===== config.mk =====
export PLATFORM = sky130hd
export DESIGN_NAME = hub_suspend_handshake_controller
export DESIGN_NICKNAME = d
export VERILOG_FILES = /design/src/rtl/hshc_pkg.sv /design/src/rtl/hub_suspend_handshake_controller.sv
export SDC_FILE = /design/constraint.sdc
export NUM_CORES = 1
export LEC_CHECK = 0
export BUFFER_PORTS_ARGS = -buffer_cell sky130_fd_sc_hd__buf_2
export CORE_MARGIN = 2
export CORE_UTILIZATION = 60
export DETAILED_ROUTE_END_ITERATION = 7
export PLACE_DENSITY_LB_ADDON = 0.3
export SKIP_LAST_GASP = 1
export SYNTH_ARGS = -nofsm -noshare
export SYNTH_HDL_FRONTEND = slang
export SYNTH_SLANG_ARGS = --single-unit

===== constraint.sdc =====
create_clock -name clk_i -period 6.35 [get_ports clk_i]
set_input_delay 0.3175 -clock clk_i [delete_from_list [all_inputs] [get_ports clk_i]]
set_output_delay 0.3175 -clock clk_i [all_outputs]
set_load 0.01 [all_outputs]

===== src/rtl/hshc_pkg.sv =====
// types and constants shared by the hub suspend handshake controller
`default_nettype none

package hshc_pkg;

  // event codes carried in the mode field
  typedef enum logic [3:0] {
    EV_SUSPEND   = 4'd0,
    EV_RESUME    = 4'd1,
    EV_TICK      = 4'd2,
    EV_ACK       = 4'd3,
    EV_XFER_ONE  = 4'd4,
    EV_XFER_BAT  = 4'd5,
    EV_HUB_RESET = 4'd6,
    EV_LINE_FALL = 4'd7,
    EV_XFER_DONE = 4'd8,
    EV_POLL      = 4'd9
  } event_e;

  // handshake phase
  typedef enum logic [1:0] {
    PH_ACTIVE     = 2'd0,
    PH_SUSPENDING = 2'd1,
    PH_SUSPENDED  = 2'd2,
    PH_WAKING     = 2'd3
  } phase_e;

  // configuration register indexes
  localparam int unsigned CfgIdxW  = 1;
  localparam int unsigned CfgDataW = 16;
  localparam logic [CfgIdxW-1:0] REG_MODE_ON      = 1'b0;
  localparam logic [CfgIdxW-1:0] REG_RESUME_DELAY = 1'b1;

  localparam logic [15:0] RESUME_DELAY_RESET = 16'd1000;
  localparam logic [12:0] MAX_FRAME          = 13'd4096;
  localparam logic [12:0] MARK_MIN_LEN       = 13'd10;
  localparam logic [7:0]  CMD_MARK           = 8'h80;
  localparam logic [7:0]  CMD_BODY_MASK      = 8'h7f;

  typedef struct packed {
    logic [3:0]  mode;
    logic        ack_suspended;
    logic        line_level;
    logic [7:0]  cmd_in;
    logic [12:0] frame_len;
  } in_beat_t;

  typedef struct packed {
    logic [1:0] state_now;
    logic       suspend_refused;
    logic       hub_hold;
    logic       data_hold;
    logic       data_ready;
    logic       reader_notify;
    logic [7:0] cmd_out;
  } out_beat_t;

endpackage

`default_nettype wire


===== src/rtl/hub_suspend_handshake_controller.sv =====
// hub suspend handshake controller: event register, state update, result register
//
// Usage:
//   Input channel (in_valid_i / in_stall_o / in_data_i) takes one event beat per
//   cycle while in_stall_o is low. Output channel (out_valid_o / out_stall_i /
//   out_data_o) gives one result beat for every event beat, in order.
//   Config channel (cfg_valid_i / cfg_ready_o) writes the handshake mode enable
//   (index 0) and the resume delay in ticks (index 1); it is always ready. The
//   user must write it only while no event is in flight; the block does not enforce it.
//   An accepted beat is registered in the event register, and its result is
//   loaded into the result register once that register is empty or being read;
//   the result beat is offered from the result register.
//   Throughput: one event per cycle while out_stall_i is low, set by the single
//   update of the state registers from the event register into the result register.
//   Reset: asynchronous, active low; the phase returns to active, holds, the
//   forced read and the timer clear, the mode is off and the delay is 1000.
//   Stall: while the receiver stalls, the result holds and the event register
//   holds its beat; in_stall_o rises only when both registers are full.
`default_nettype none

module hub_suspend_handshake_controller (
  input  wire                                  clk_i,
  input  wire                                  rst_ni,
  input  wire                                  in_valid_i,
  output logic                                 in_stall_o,
  input  wire hshc_pkg::in_beat_t              in_data_i,
  output logic                                 out_valid_o,
  input  wire                                  out_stall_i,
  output hshc_pkg::out_beat_t                  out_data_o,
  input  wire                                  cfg_valid_i,
  output logic                                 cfg_ready_o,
  input  wire  [hshc_pkg::CfgIdxW-1:0]         cfg_index_i,
  input  wire  [hshc_pkg::CfgDataW-1:0]        cfg_wdata_i
);

  // configuration registers
  logic        mode_on_q;
  logic [15:0] resume_delay_q;

  // event register
  logic               ev_valid_q;
  hshc_pkg::in_beat_t ev_q;

  // handshake state
  hshc_pkg::phase_e phase_q, phase_d;
  logic        force_read_q, force_read_d;
  logic        hub_hold_q, hub_hold_d;
  logic        data_hold_q, data_hold_d;
  logic        timer_run_q, timer_run_d;
  logic [15:0] timer_cnt_q, timer_cnt_d;

  // result register
  logic                out_valid_q;
  hshc_pkg::out_beat_t out_q;
  hshc_pkg::out_beat_t res_d;

  logic ev_adv;
  logic ev_take;

  // handshake flow
  assign ev_adv      = ev_valid_q && (!out_valid_q || !out_stall_i);
  assign in_stall_o  = ev_valid_q && out_valid_q && out_stall_i;
  assign ev_take     = in_valid_i && !in_stall_o;
  assign cfg_ready_o = 1'b1;
  assign out_valid_o = out_valid_q;
  assign out_data_o  = out_q;

  // configuration writes
  always_ff @(posedge clk_i or negedge rst_ni) begin
    if (!rst_ni) begin
      mode_on_q      <= 1'b0;
      resume_delay_q <= hshc_pkg::RESUME_DELAY_RESET;
    end else if (cfg_valid_i) begin
      unique case (cfg_index_i)
        hshc_pkg::REG_MODE_ON:      mode_on_q      <= cfg_wdata_i[0];
        hshc_pkg::REG_RESUME_DELAY: resume_delay_q <= cfg_wdata_i[15:0];
        default: ;
      endcase
    end
  end

  // event register
  always_ff @(posedge clk_i or negedge rst_ni) begin
    if (!rst_ni) begin
      ev_valid_q <= 1'b0;
    end else if (ev_take) begin
      ev_valid_q <= 1'b1;
    end else if (ev_adv) begin
      ev_valid_q <= 1'b0;
    end
  end

  always_ff @(posedge clk_i) begin
    if (ev_take) begin
      ev_q <= in_data_i;
    end
  end

  // state update and result for the registered event
  always_comb begin
    logic       refused;
    logic       ready;
    logic       notify;
    logic [7:0] cmd;
    phase_d      = phase_q;
    force_read_d = force_read_q;
    hub_hold_d   = hub_hold_q;
    data_hold_d  = data_hold_q;
    timer_run_d  = timer_run_q;
    timer_cnt_d  = timer_cnt_q;
    refused      = 1'b0;
    ready        = 1'b0;
    notify       = 1'b0;
    cmd          = 8'd0;

    case (ev_q.mode)
      hshc_pkg::EV_SUSPEND: begin
        if (mode_on_q) begin
          timer_run_d = 1'b0;
          if (phase_q == hshc_pkg::PH_ACTIVE) begin
            hub_hold_d   = 1'b1;
            phase_d      = hshc_pkg::PH_SUSPENDING;
            force_read_d = 1'b1;
            notify       = 1'b1;
            refused      = 1'b1;
          end
        end
      end
      hshc_pkg::EV_RESUME: begin
        if (mode_on_q && phase_q == hshc_pkg::PH_SUSPENDED) begin
          timer_run_d = 1'b1;
          timer_cnt_d = resume_delay_q;
        end
      end
      hshc_pkg::EV_TICK: begin
        if (timer_run_q) begin
          if (timer_cnt_q <= 16'd1) begin
            timer_cnt_d = 16'd0;
            timer_run_d = 1'b0;
            if (phase_q == hshc_pkg::PH_SUSPENDED) begin
              hub_hold_d   = 1'b1;
              phase_d      = hshc_pkg::PH_WAKING;
              force_read_d = 1'b1;
              notify       = 1'b1;
            end
          end else begin
            timer_cnt_d = timer_cnt_q - 16'd1;
          end
        end
      end
      hshc_pkg::EV_ACK: begin
        if (phase_q == hshc_pkg::PH_SUSPENDING && ev_q.ack_suspended) begin
          phase_d     = hshc_pkg::PH_SUSPENDED;
          timer_run_d = 1'b1;
          timer_cnt_d = resume_delay_q;
          hub_hold_d  = 1'b0;
        end else if (phase_q == hshc_pkg::PH_WAKING && !ev_q.ack_suspended) begin
          phase_d    = hshc_pkg::PH_ACTIVE;
          hub_hold_d = 1'b0;
        end
      end
      hshc_pkg::EV_XFER_ONE: begin
        if (phase_q == hshc_pkg::PH_SUSPENDED) begin
          hub_hold_d   = 1'b1;
          timer_run_d  = 1'b0;
          phase_d      = hshc_pkg::PH_WAKING;
          force_read_d = 1'b1;
        end
      end
      hshc_pkg::EV_HUB_RESET: begin
        phase_d    = hshc_pkg::PH_ACTIVE;
        hub_hold_d = 1'b0;
      end
      hshc_pkg::EV_LINE_FALL: begin
        if (phase_q == hshc_pkg::PH_SUSPENDED) begin
          data_hold_d = 1'b1;
        end
        notify = 1'b1;
      end
      hshc_pkg::EV_XFER_DONE: begin
        if (ev_q.line_level) begin
          data_hold_d = 1'b0;
        end
      end
      hshc_pkg::EV_POLL: begin
        if (!ev_q.line_level || force_read_q) begin
          ready        = 1'b1;
          force_read_d = 1'b0;
        end
      end
      default: ;
    endcase

    // command byte for both transfer kinds, marked from the updated phase
    if (ev_q.mode == hshc_pkg::EV_XFER_ONE || ev_q.mode == hshc_pkg::EV_XFER_BAT) begin
      if (ev_q.frame_len > hshc_pkg::MAX_FRAME) begin
        cmd = 8'd0;
      end else if (mode_on_q && ev_q.frame_len >= hshc_pkg::MARK_MIN_LEN) begin
        cmd = ev_q.cmd_in & hshc_pkg::CMD_BODY_MASK;
        if (phase_d == hshc_pkg::PH_SUSPENDING || phase_d == hshc_pkg::PH_SUSPENDED) begin
          cmd = cmd | hshc_pkg::CMD_MARK;
        end
      end else begin
        cmd = ev_q.cmd_in;
      end
    end

    res_d.state_now       = phase_d;
    res_d.suspend_refused = refused;
    res_d.hub_hold        = hub_hold_d;
    res_d.data_hold       = data_hold_d;
    res_d.data_ready      = ready;
    res_d.reader_notify   = notify;
    res_d.cmd_out         = cmd;
  end

  // state registers
  always_ff @(posedge clk_i or negedge rst_ni) begin
    if (!rst_ni) begin
      phase_q      <= hshc_pkg::PH_ACTIVE;
      force_read_q <= 1'b0;
      hub_hold_q   <= 1'b0;
      data_hold_q  <= 1'b0;
      timer_run_q  <= 1'b0;
      timer_cnt_q  <= 16'd0;
    end else if (ev_adv) begin
      phase_q      <= phase_d;
      force_read_q <= force_read_d;
      hub_hold_q   <= hub_hold_d;
      data_hold_q  <= data_hold_d;
      timer_run_q  <= timer_run_d;
      timer_cnt_q  <= timer_cnt_d;
    end
  end

  // result register
  always_ff @(posedge clk_i or negedge rst_ni) begin
    if (!rst_ni) begin
      out_valid_q <= 1'b0;
    end else if (ev_adv) begin
      out_valid_q <= 1'b1;
    end else if (!out_stall_i) begin
      out_valid_q <= 1'b0;
    end
  end

  always_ff @(posedge clk_i) begin
    if (ev_adv) begin
      out_q <= res_d;
    end
  end

`ifndef NO_ASSERTIONS
  // an event that advances always reaches the result register on the next edge
  a_ev_to_out: assert property (@(posedge clk_i) disable iff (!rst_ni)
    ev_adv |=> out_valid_o)
    else $error("event beat did not reach result register");

  // the shown state always matches the phase register
  a_state_match: assert property (@(posedge clk_i) disable iff (!rst_ni)
    out_valid_o |-> (out_data_o.state_now == phase_q))
    else $error("result state differs from phase register");

  // a refused suspend moves to suspending with the hold set and a notify
  a_refuse: assert property (@(posedge clk_i) disable iff (!rst_ni)
    (out_valid_o && out_data_o.suspend_refused) |->
      (out_data_o.reader_notify && out_data_o.hub_hold &&
       phase_q == hshc_pkg::PH_SUSPENDING))
    else $error("refused suspend without hold, notify or phase change");

  // input is stalled only when both registers are full and output is stalled
  a_stall: assert property (@(posedge clk_i) disable iff (!rst_ni)
    in_stall_o |-> (ev_valid_q && out_valid_q && out_stall_i))
    else $error("input stalled without back pressure");
`endif

endmodule

`default_nettype wire

# After elaboration in Yosys (flattened, before gate mapping)
# Index checks and enable logic that the tools add are counted.
classes:
  add_sub_neg: 1
  order_cmp: 3
  muxes: 51
  n_eq_ne: 23
  bitwise: 2
  reduce_logical: 29
op_table:
  columns: ["op", "count"]
  rows:
  - ["two-way mux 16 bit", 4]
  - ["one-hot mux 16 bit (3 select lines)", 1]
  - ["two-way mux 1 bit", 31]
  - ["== test 4 x 3 -> 1 bit, second input constant", 4]
  - ["<= comparator 16 x 1 -> 1 bit, second input constant", 1]
  - ["two-way mux 8 bit", 2]
  - ["inequality test 2 bit, second input constant", 8]
  - ["subtractor 16 x 1 -> 16 bit, second input constant", 1]
  - ["two-way mux 2 bit", 7]
  - ["greater-or-equal comparator 13 x 4 -> 1 bit, second input constant", 1]
  - ["greater-than comparator 13 bit, second input constant", 1]
  - ["one-hot mux 1 bit (5 select lines)", 2]
  - ["one-hot mux 2 bit (5 select lines)", 1]
  - ["== test 4 x 2 -> 1 bit, second input constant", 2]
  - ["== test 4 bit, second input constant", 2]
  - ["logical AND 1 bit", 8]
  - ["AND reduction 7 bit", 1]
  - ["== test 2 bit, second input constant", 3]
  - ["AND reduction 6 bit", 1]
  - ["zero test 1 bit", 5]
  - ["AND reduction 5 bit", 1]
  - ["nonzero test 5 bit", 1]
  - ["== test 2 x 1 -> 1 bit, second input constant", 2]
  - ["== test 4 x 1 -> 1 bit, second input constant", 1]
  - ["other kinds (13)", 18]
totals:
  out_inout_bits: 18
  word_cells: 131
  ff_bits: 83
  input_bits: 49

# Logic depth before layout (Yosys ltp)
# Gate-level depths: netlist of run 1.
logic_depth:
  ltp_word: 9
  mapped_depth: 9
  mapped_depth_nobuf: 8

# Worst setup path before layout of run 1
# OpenSTA, ideal clock, no wires.
synth_timing:
  kind: "register -> register"
  from: "reg timer_cnt_q[4]"
  to: "reg timer_cnt_q[15]"
  t_arrival_ps: 1934
  t_required_ps: 6229
  path_stages_with_launch: 7
  setup_time_ps: 121
  period_less_slack_ps: 2055
  path_slack_ps: 4295
  path_buffers: 0
  cell_sequence: "dfrtp_1 -> or4_4 -> or2_4 -> or3_4 -> nor2_2 -> o21ai_0 -> a22o_1"
synth_via:
  elab_chain_len: 4
  elab_cells_between_ends: 5
  classes_between: "1 x add/sub; 1 x order compare; 3 x mux"
synth_lines:
  columns: ["element", "line_no", "rtl"]
  rows:
  - ["start: declaration", "hub_suspend_handshake_controller.sv:50", "logic [15:0] timer_cnt_q, timer_cnt_d;"]
  - ["start signal: assignment", "hub_suspend_handshake_controller.sv:232", "timer_cnt_q <= timer_cnt_d;"]
  - ["subtractor 16 x 1 -> 16 bit / <= comparator 16 x 1 -> 1 bit (equally long branches)", "hub_suspend_handshake_controller.sv:147, hub_suspend_handshake_controller.sv:137", null]
  - ["two-way mux 16 bit *", "hub_suspend_handshake_controller.sv:137", "if (timer_cnt_q <= 16'd1) begin"]
  - ["two-way mux 16 bit *", "hub_suspend_handshake_controller.sv:136", "if (timer_run_q) begin"]
  - ["one-hot mux 16 bit (3 select lines) *", "hub_suspend_handshake_controller.sv:116", "case (ev_q.mode)"]
# Mark *: on every way between the ends. The rest lies on a longest branch, timed or not. The select of a mux whose other input is x is not followed.
# A chain may end at the register's enable or synchronous reset.

# Final worst setup path of run 1
layout_timing:
  from: "reg phase_q[0]"
  to: "reg timer_cnt_q[12]"
layout_via:
  elab_chain_len: 4
  elab_cells_between_ends: 7
  classes_between: "4 x eq/ne; 3 x reduce/logical"
layout_lines:
  columns: ["element", "line_no", "rtl"]
  rows:
  - ["start: declaration", "hub_suspend_handshake_controller.sv:45", "hshc_pkg::phase_e phase_q, phase_d;"]
  - ["start signal: assignment", "hub_suspend_handshake_controller.sv:220", "phase_q <= hshc_pkg::PH_ACTIVE;"]
  - ["start signal: assignment", "hub_suspend_handshake_controller.sv:227", "phase_q <= phase_d;"]
  - ["== test 2 x 1 -> 1 bit / == test 2 bit (equally long branches)", "hub_suspend_handshake_controller.sv:152, hub_suspend_handshake_controller.sv:130", null]
  - ["logical AND 1 bit, on equally long branches", "hub_suspend_handshake_controller.sv:152, hub_suspend_handshake_controller.sv:130", null]
  - ["inequality test 2 bit (no source line)", null, null]
  - ["AND reduction 5 bit (no source line) *", null, null]
# Mark *: on every way between the ends. The rest lies on a longest branch, timed or not.

==> results of run 1 <==
where the power goes:
part	total (µW)	switching [µW]	internal (µW)	leakage (µW)
logic	108	57.2	50.4	0.000907
registers	636	23.8	613	0.000916
clock network	354	206	148	0.0000930
kinds of logic (layout without fill, tap and decap cells):
family,after synthesis,in the layout,synth area share
simple gates,112,112,0.157
flops,83,83,0.584
compound gates,82,82,0.150
buf+inv,31,93,0.0401
mux,20,20,0.0567
fa+ha+maj,2,2,0.00637
xor+xnor,2,2,0.00446
other cells,1,1,0.000954
worst paths after layout:
path                            cells past startpoint  slack (ns)                   start                           to
min in group clk_i                                  1        0.12           in_data_i[14]           ev_q[14]$_DFFE_PP_
worst max-delay path                                6        3.52  phase_q[0]$_DFFE_PN0P_  timer_cnt_q[12]$_DFFE_PN0P_
worst max register to register                      6        3.52  phase_q[0]$_DFFE_PN0P_  timer_cnt_q[12]$_DFFE_PN0P_
worst min-delay path                                1        0.07                  rst_ni  timer_cnt_q[15]$_DFFE_PN0P_
worst min register to register                      1        0.51  ev_valid_q$_DFFE_PN0P_      out_valid_o$_DFFE_PN0P_
max in group asynchronous                           1        5.75                  rst_ni  timer_cnt_q[11]$_DFFE_PN0P_
Yosys cell counts (all sizes together), types with 6 or more instances:
library cell  instances  area share
buf                  13       0.020
nand2                31       0.030
dfstp                 6       0.040
dfrtp                35        0.22
and2                  9       0.014
nand3                 6      0.0076
o21ai                30       0.038
mux2                 18       0.052
nor3                 14       0.018
inv                  12       0.011
nor2                 17       0.017
a22o                 16       0.036
nand2b                7       0.013
edfxtp               42        0.32
a21oi                 8       0.010
nor4                  9       0.018
area by class of cell:
type / count / area share
Sequential cell: 83 / 0.518
Multi-Input combinational cell: 219 / 0.334
Timing Repair Buffer: 65 / 0.0735
Clock buffer: 9 / 0.0280
Tap cell: 77 / 0.0218
Clock inverter: 7 / 0.0144
Inverter: 12 / 0.0102
registers in the layout (all words and copies together) (netlist names):
name	count
data_hold_q	1
out_data_o	15
force_read_q	1
ev_q	27
mode_on_q	1
hub_hold_q	1
timer_cnt_q	16
resume_delay_q	16
ev_valid_q	1
out_valid_o	1
phase_q	2
timer_run_q	1
metrics by stage:
step	cells	area [µm²]	setup slack, ns	total power, µW	util
5_1_grt	472	4430	3.23	1140	0.697
4_1_cts	472	4430	3.57	1110	0.697
3_5_place_dp	456	4240	3.61	755	0.668
6_report	472	4430	3.52	1100	0.697
3_3_place_gp	456	4240	3.70	748	0.668
2_1_floorplan	333	3930	4.29	711	-
worst max-delay path, cell delays in order (launching register included):
cell,delay [ns]
dfrtp_1,0.51
nand2b_1,0.28
o32ai_1,0.33
nand2_1,0.11
a21boi_2,0.95
o21ai_0,0.29
a22o_1,0.25
layer usage:
layer  GRT usage  routed length (µm)
met3      0.0409                 352
met5           0                   0
met4      0.0909                 132
met2       0.353                3740
met1       0.311                3310
==> results.md, run 1 <==
* Yosys cell types at 64
* Drt via density at 5.91
* Slew HR at 0.207
* Number of synthesized flops with an enable pin at 42
* # port buffers at 65
* CP max FO at 32
* Die width at 84.9 µm
* Syn_nets at 384
* Worst EP required at 6.61 ns
* Critical path startpoint category: flop
* Number of antenna violations at the first check in global routing at 0
* First-pass GRT wire length at 12.6 mm
* Grt ovf at 0
* CTS buffer count at 9
* TritonRoute pass-1 iters at 4
* DP Wirelength at 5.16 mm
* Ys async rst share at 0.494
* Fin crit share at 0.445
* FILL cells at 459
* Total Die Area at 7210 µm²
* Antenna-violating nets left at 0
* Cts hold-fix bufs at 0
* Routed wire length at 7.53 mm
* FF/Latch Area at 2290 µm²
* Number of H-tree levels at 3
* Clk root buf: clkbuf_8
* Initial Utilization at 0.619
* Vias at 2790
* Area Growth Syn to Fin at 12.6%
* DR iter-0 viols at 261
* Most frequent cells in the layout: buf_2 (65), edfxtp_1 (42), dfrtp_1 (35), nand2_1 (31), o21ai_0 (29)
* Die Y at 84.9 µm
* Clock tree sinks at 83
* DRC at 0
* Mapped Cells at 333
* Max-Cap Viols at 0
* Final Hold Vio Count at 0
* Clock buffer depth at 2
* TritonCTS clock tree: done
* Core area at 6350 µm²
* Final setup vio count at 0
* Setup Skew at 0.00997 ns
* Peak supply drop at 0.000211 V
* Crit Path Category: flop to flop
* PostCTS Resize Cnt at 0
* Worst-Margin Slew at 1.18 ns
* Fin. max-slew vios at 0
* Final net count at 441
* Setup bufs post-CTS at 0
* Share of cells above drive strength 1 at 0.311
* Status: finished, final reports clean
* I/O pins at 67
* Power Density at 248 nW/µm²
* Fmax at 354 MHz
* Avg Inst Size Synth at 11.8 µm²
* Period minus WS final at 2.83 ns
* Pleak at 0.00192 µW
* Synth Cell Area at 3930 µm²
* Worst-Skew Late Latency at 0.36 ns
* RSZ-0062 raised after global routing: false
* Synth warnings at 0
* Ant diodes at 0
* Vias in the first global route at 2699
* Total number of placement rows at 29
* Global-route usage over all layers at 0.224
* Crit path DAT at 3.09 ns
* Final GP Congestion at 0.870
* Most common cell after layout, fill and taps aside: buf_2
* WL/cell at 16.0 µm
* WHS at 0.0664 ns
* Clock-pin slew on the worst setup and hold paths at 0.09 ns
* Worst hold path class: primary input to asynchronous set/reset pin
* Pin count of the biggest net entering global routing at 42
* Final TNS setup at 0 ns
* Part of the Yosys area used for sequential elements at 0.584
* Number of synthesized register bits at 83
* Dominant synthesized flop cell: edfxtp_1
* Multi-input gate area in the final layout at 1480 µm²
* Crit end category: flop
No activity file was read; power rests on OpenSTA's default activity.
==> run 2: changes to the inputs <==
Settings changed: CORE_UTILIZATION 60 to 50.
Clock period 6.35 ns to 2.6 ns, I/O delays scaled along.
==> run 2 against run 1 <==
Cell count grew 16%. Via count is 5.8% higher. Clock-buffer cell count grew 1. Utilization is 5.3 points lower. Critical path type unchanged. Highest routed layer unchanged. Clock skew grew 0.0017 ns.
==> results.md, run 2 (synthesis results as in run 1) <==
* Antenna-violating nets left at 0
* Met3 Track Usage GR at 0.0448
* Final worst setup slack at 0.252 ns
* Global-route usage over all layers at 0.203
* Grt ovf at 0
* Most common cell after layout, fill and taps aside: buf_2
* Worst EP required at 2.72 ns
* Peak supply drop at 0.000437 V
* Max-Cap Viols at 0
* Ant diodes at 0
* Number of H-tree levels at 3
* Fin crit share at 0.903
* Core area at 7690 µm²
* Number of antenna violations at the first check in global routing at 0
* RSZ-0062 raised after global routing: false
* Setup Skew at 0.0116 ns
* Crit path DAT at 2.47 ns
* Regs by FF count: ev_q: 27 flops, resume_delay_q: 16 flops, timer_cnt_q: 16 flops
* # port buffers at 65
* First-pass GRT wire length at 13.5 mm
* Setup WS pre-CTS at 0.247 ns
* Total Die Area at 8580 µm²
* Share of cells above drive strength 1 at 0.300
* DP Wirelength at 5.17 mm
* Fin. max-slew vios at 0
* Final net count at 490
* Area Growth Syn to Fin at 26.0%
* Die Y at 92.7 µm
* Worst hold path class: primary input to flop
* Slew HR at 0.385
* Initial Utilization at 0.511
* GR Util met1 at 0.261
* Crit end category: flop
* Final Hold Vio Count at 0
* TritonRoute pass-1 iters at 4
* Fmax at 426 MHz
* Most used routing layer: met2
* Final GP Congestion at 0.908
* Clk root buf: clkbuf_8
* Die width at 92.7 µm
* Reg with most FFs: ev_q
* DR iter-0 viols at 211
* Clock-pin slew on the worst setup and hold paths at 0.09 ns
* Worst-Margin Slew at 0.923 ns
* Pin count of the biggest net entering global routing at 42
* Worst reg2reg setup slack at 0.25 ns
* Pleak at 0.00214 µW
* Worst-Skew Late Latency at 0.36 ns
* TritonCTS clock tree: done
* WL/cell at 15.1 µm
* Most frequent cells in the layout: buf_2 (65), edfxtp_1 (42), dlygate4sd3_1 (40), dfrtp_1 (35), nand2_1 (31)
* Max FFs per register at 27
* Status: finished, final reports clean
* Power Density at 573 nW/µm²
* Clock tree sinks at 83
* FILL cells at 619
* DRC at 0
* Final TNS setup at 0 ns
* I/O pins at 67
* Placed Area at 4340 µm²
* Total power at 2840 µW
* Vias at 2952
* Met2 global-route usage at 0.331
* Routed wire length at 8.24 mm
* Final Cell Area at 4950 µm²
* Period minus WS final at 2.35 ns
* Final setup vio count at 0
* Critical path startpoint category: flop
* Clock buffer depth at 2
* CTS buffer count at 9
* Drt via density at 5.41
* Crit Path Category: flop to flop
* Total number of placement rows at 32
* CP max FO at 5
* Vias in the first global route at 2872
==> run 2: layer usage <==
layer	up-vias	share of wire
li1	1445	-
met1	1416	0.45
met2	80	0.49
met3	11	0.043
met4	0	0.014
met5	-	0
==> run 2: through the flow <==
step                      hold WS [ns]   util  cells
final                           0.0134  0.644    546
after global routing          0.000148  0.644    546
after CTS                      0.00328  0.644    546
after detailed placement         0.308  0.564    490
after global placement           0.306  0.564    490
after floorplan                 -0.166      -    333
==> run 2: path summary, 6_finish.rpt <==
check                                                    from                             end  depth (start not counted)
worst min-delay path                          cfg_wdata_i[12]  resume_delay_q[12]$_DFFE_PN0P_                          2
worst min register to register  resume_delay_q[4]$_DFFE_PN0P_   resume_delay_q[4]$_DFFE_PN0P_                          1
worst max register to register     timer_cnt_q[0]$_DFFE_PN0P_     out_data_o[7]$_SDFFCE_PP0P_                          8
max in group asynchronous                              rst_ni   resume_delay_q[1]$_DFFE_PN0P_                          2
worst max-delay path               timer_cnt_q[0]$_DFFE_PN0P_     out_data_o[7]$_SDFFCE_PP0P_                          8
min in group asynchronous                              rst_ni      timer_cnt_q[6]$_DFFE_PN0P_                          2
==> run 2: power by group <==
part,leakage (µW),switching (µW),internal [µW]
Combinational,0.00112,160,171
Clock,0.0000999,484,480
Sequential,0.000916,48.0,1490
==> run 2: cell type report <==
class / count / area [µm²] / share of cell area
Multi-Input combinational cell: 219 / 1480 / 0.300
Tap cell: 102 / 128 / 0.0258
Inverter: 12 / 45.0 / 0.00909
Clock inverter: 6 / 71.3 / 0.0144
Timing Repair Buffer: 114 / 793 / 0.160
Clock buffer: 10 / 138 / 0.0278
Sequential cell: 83 / 2290 / 0.463
==> run 2: what timing repair did <==
action,CTS,global route
endpoints found under the setup margin,0,1
hold endpoints to repair,74,0
hold buffers,40,0
resized for setup,0,1
buffers inserted,0,0
==> run 2: worst max-delay path: stages (launching register included) <==
cell	delay, ns
dfrtp_1	0.41
inv_1	0.11
ha_1	0.23
nor2_1	0.08
nor4_1	0.41
nand4_1	0.24
a211oi_2	0.36
mux2i_1	0.12
a21o_1	0.16
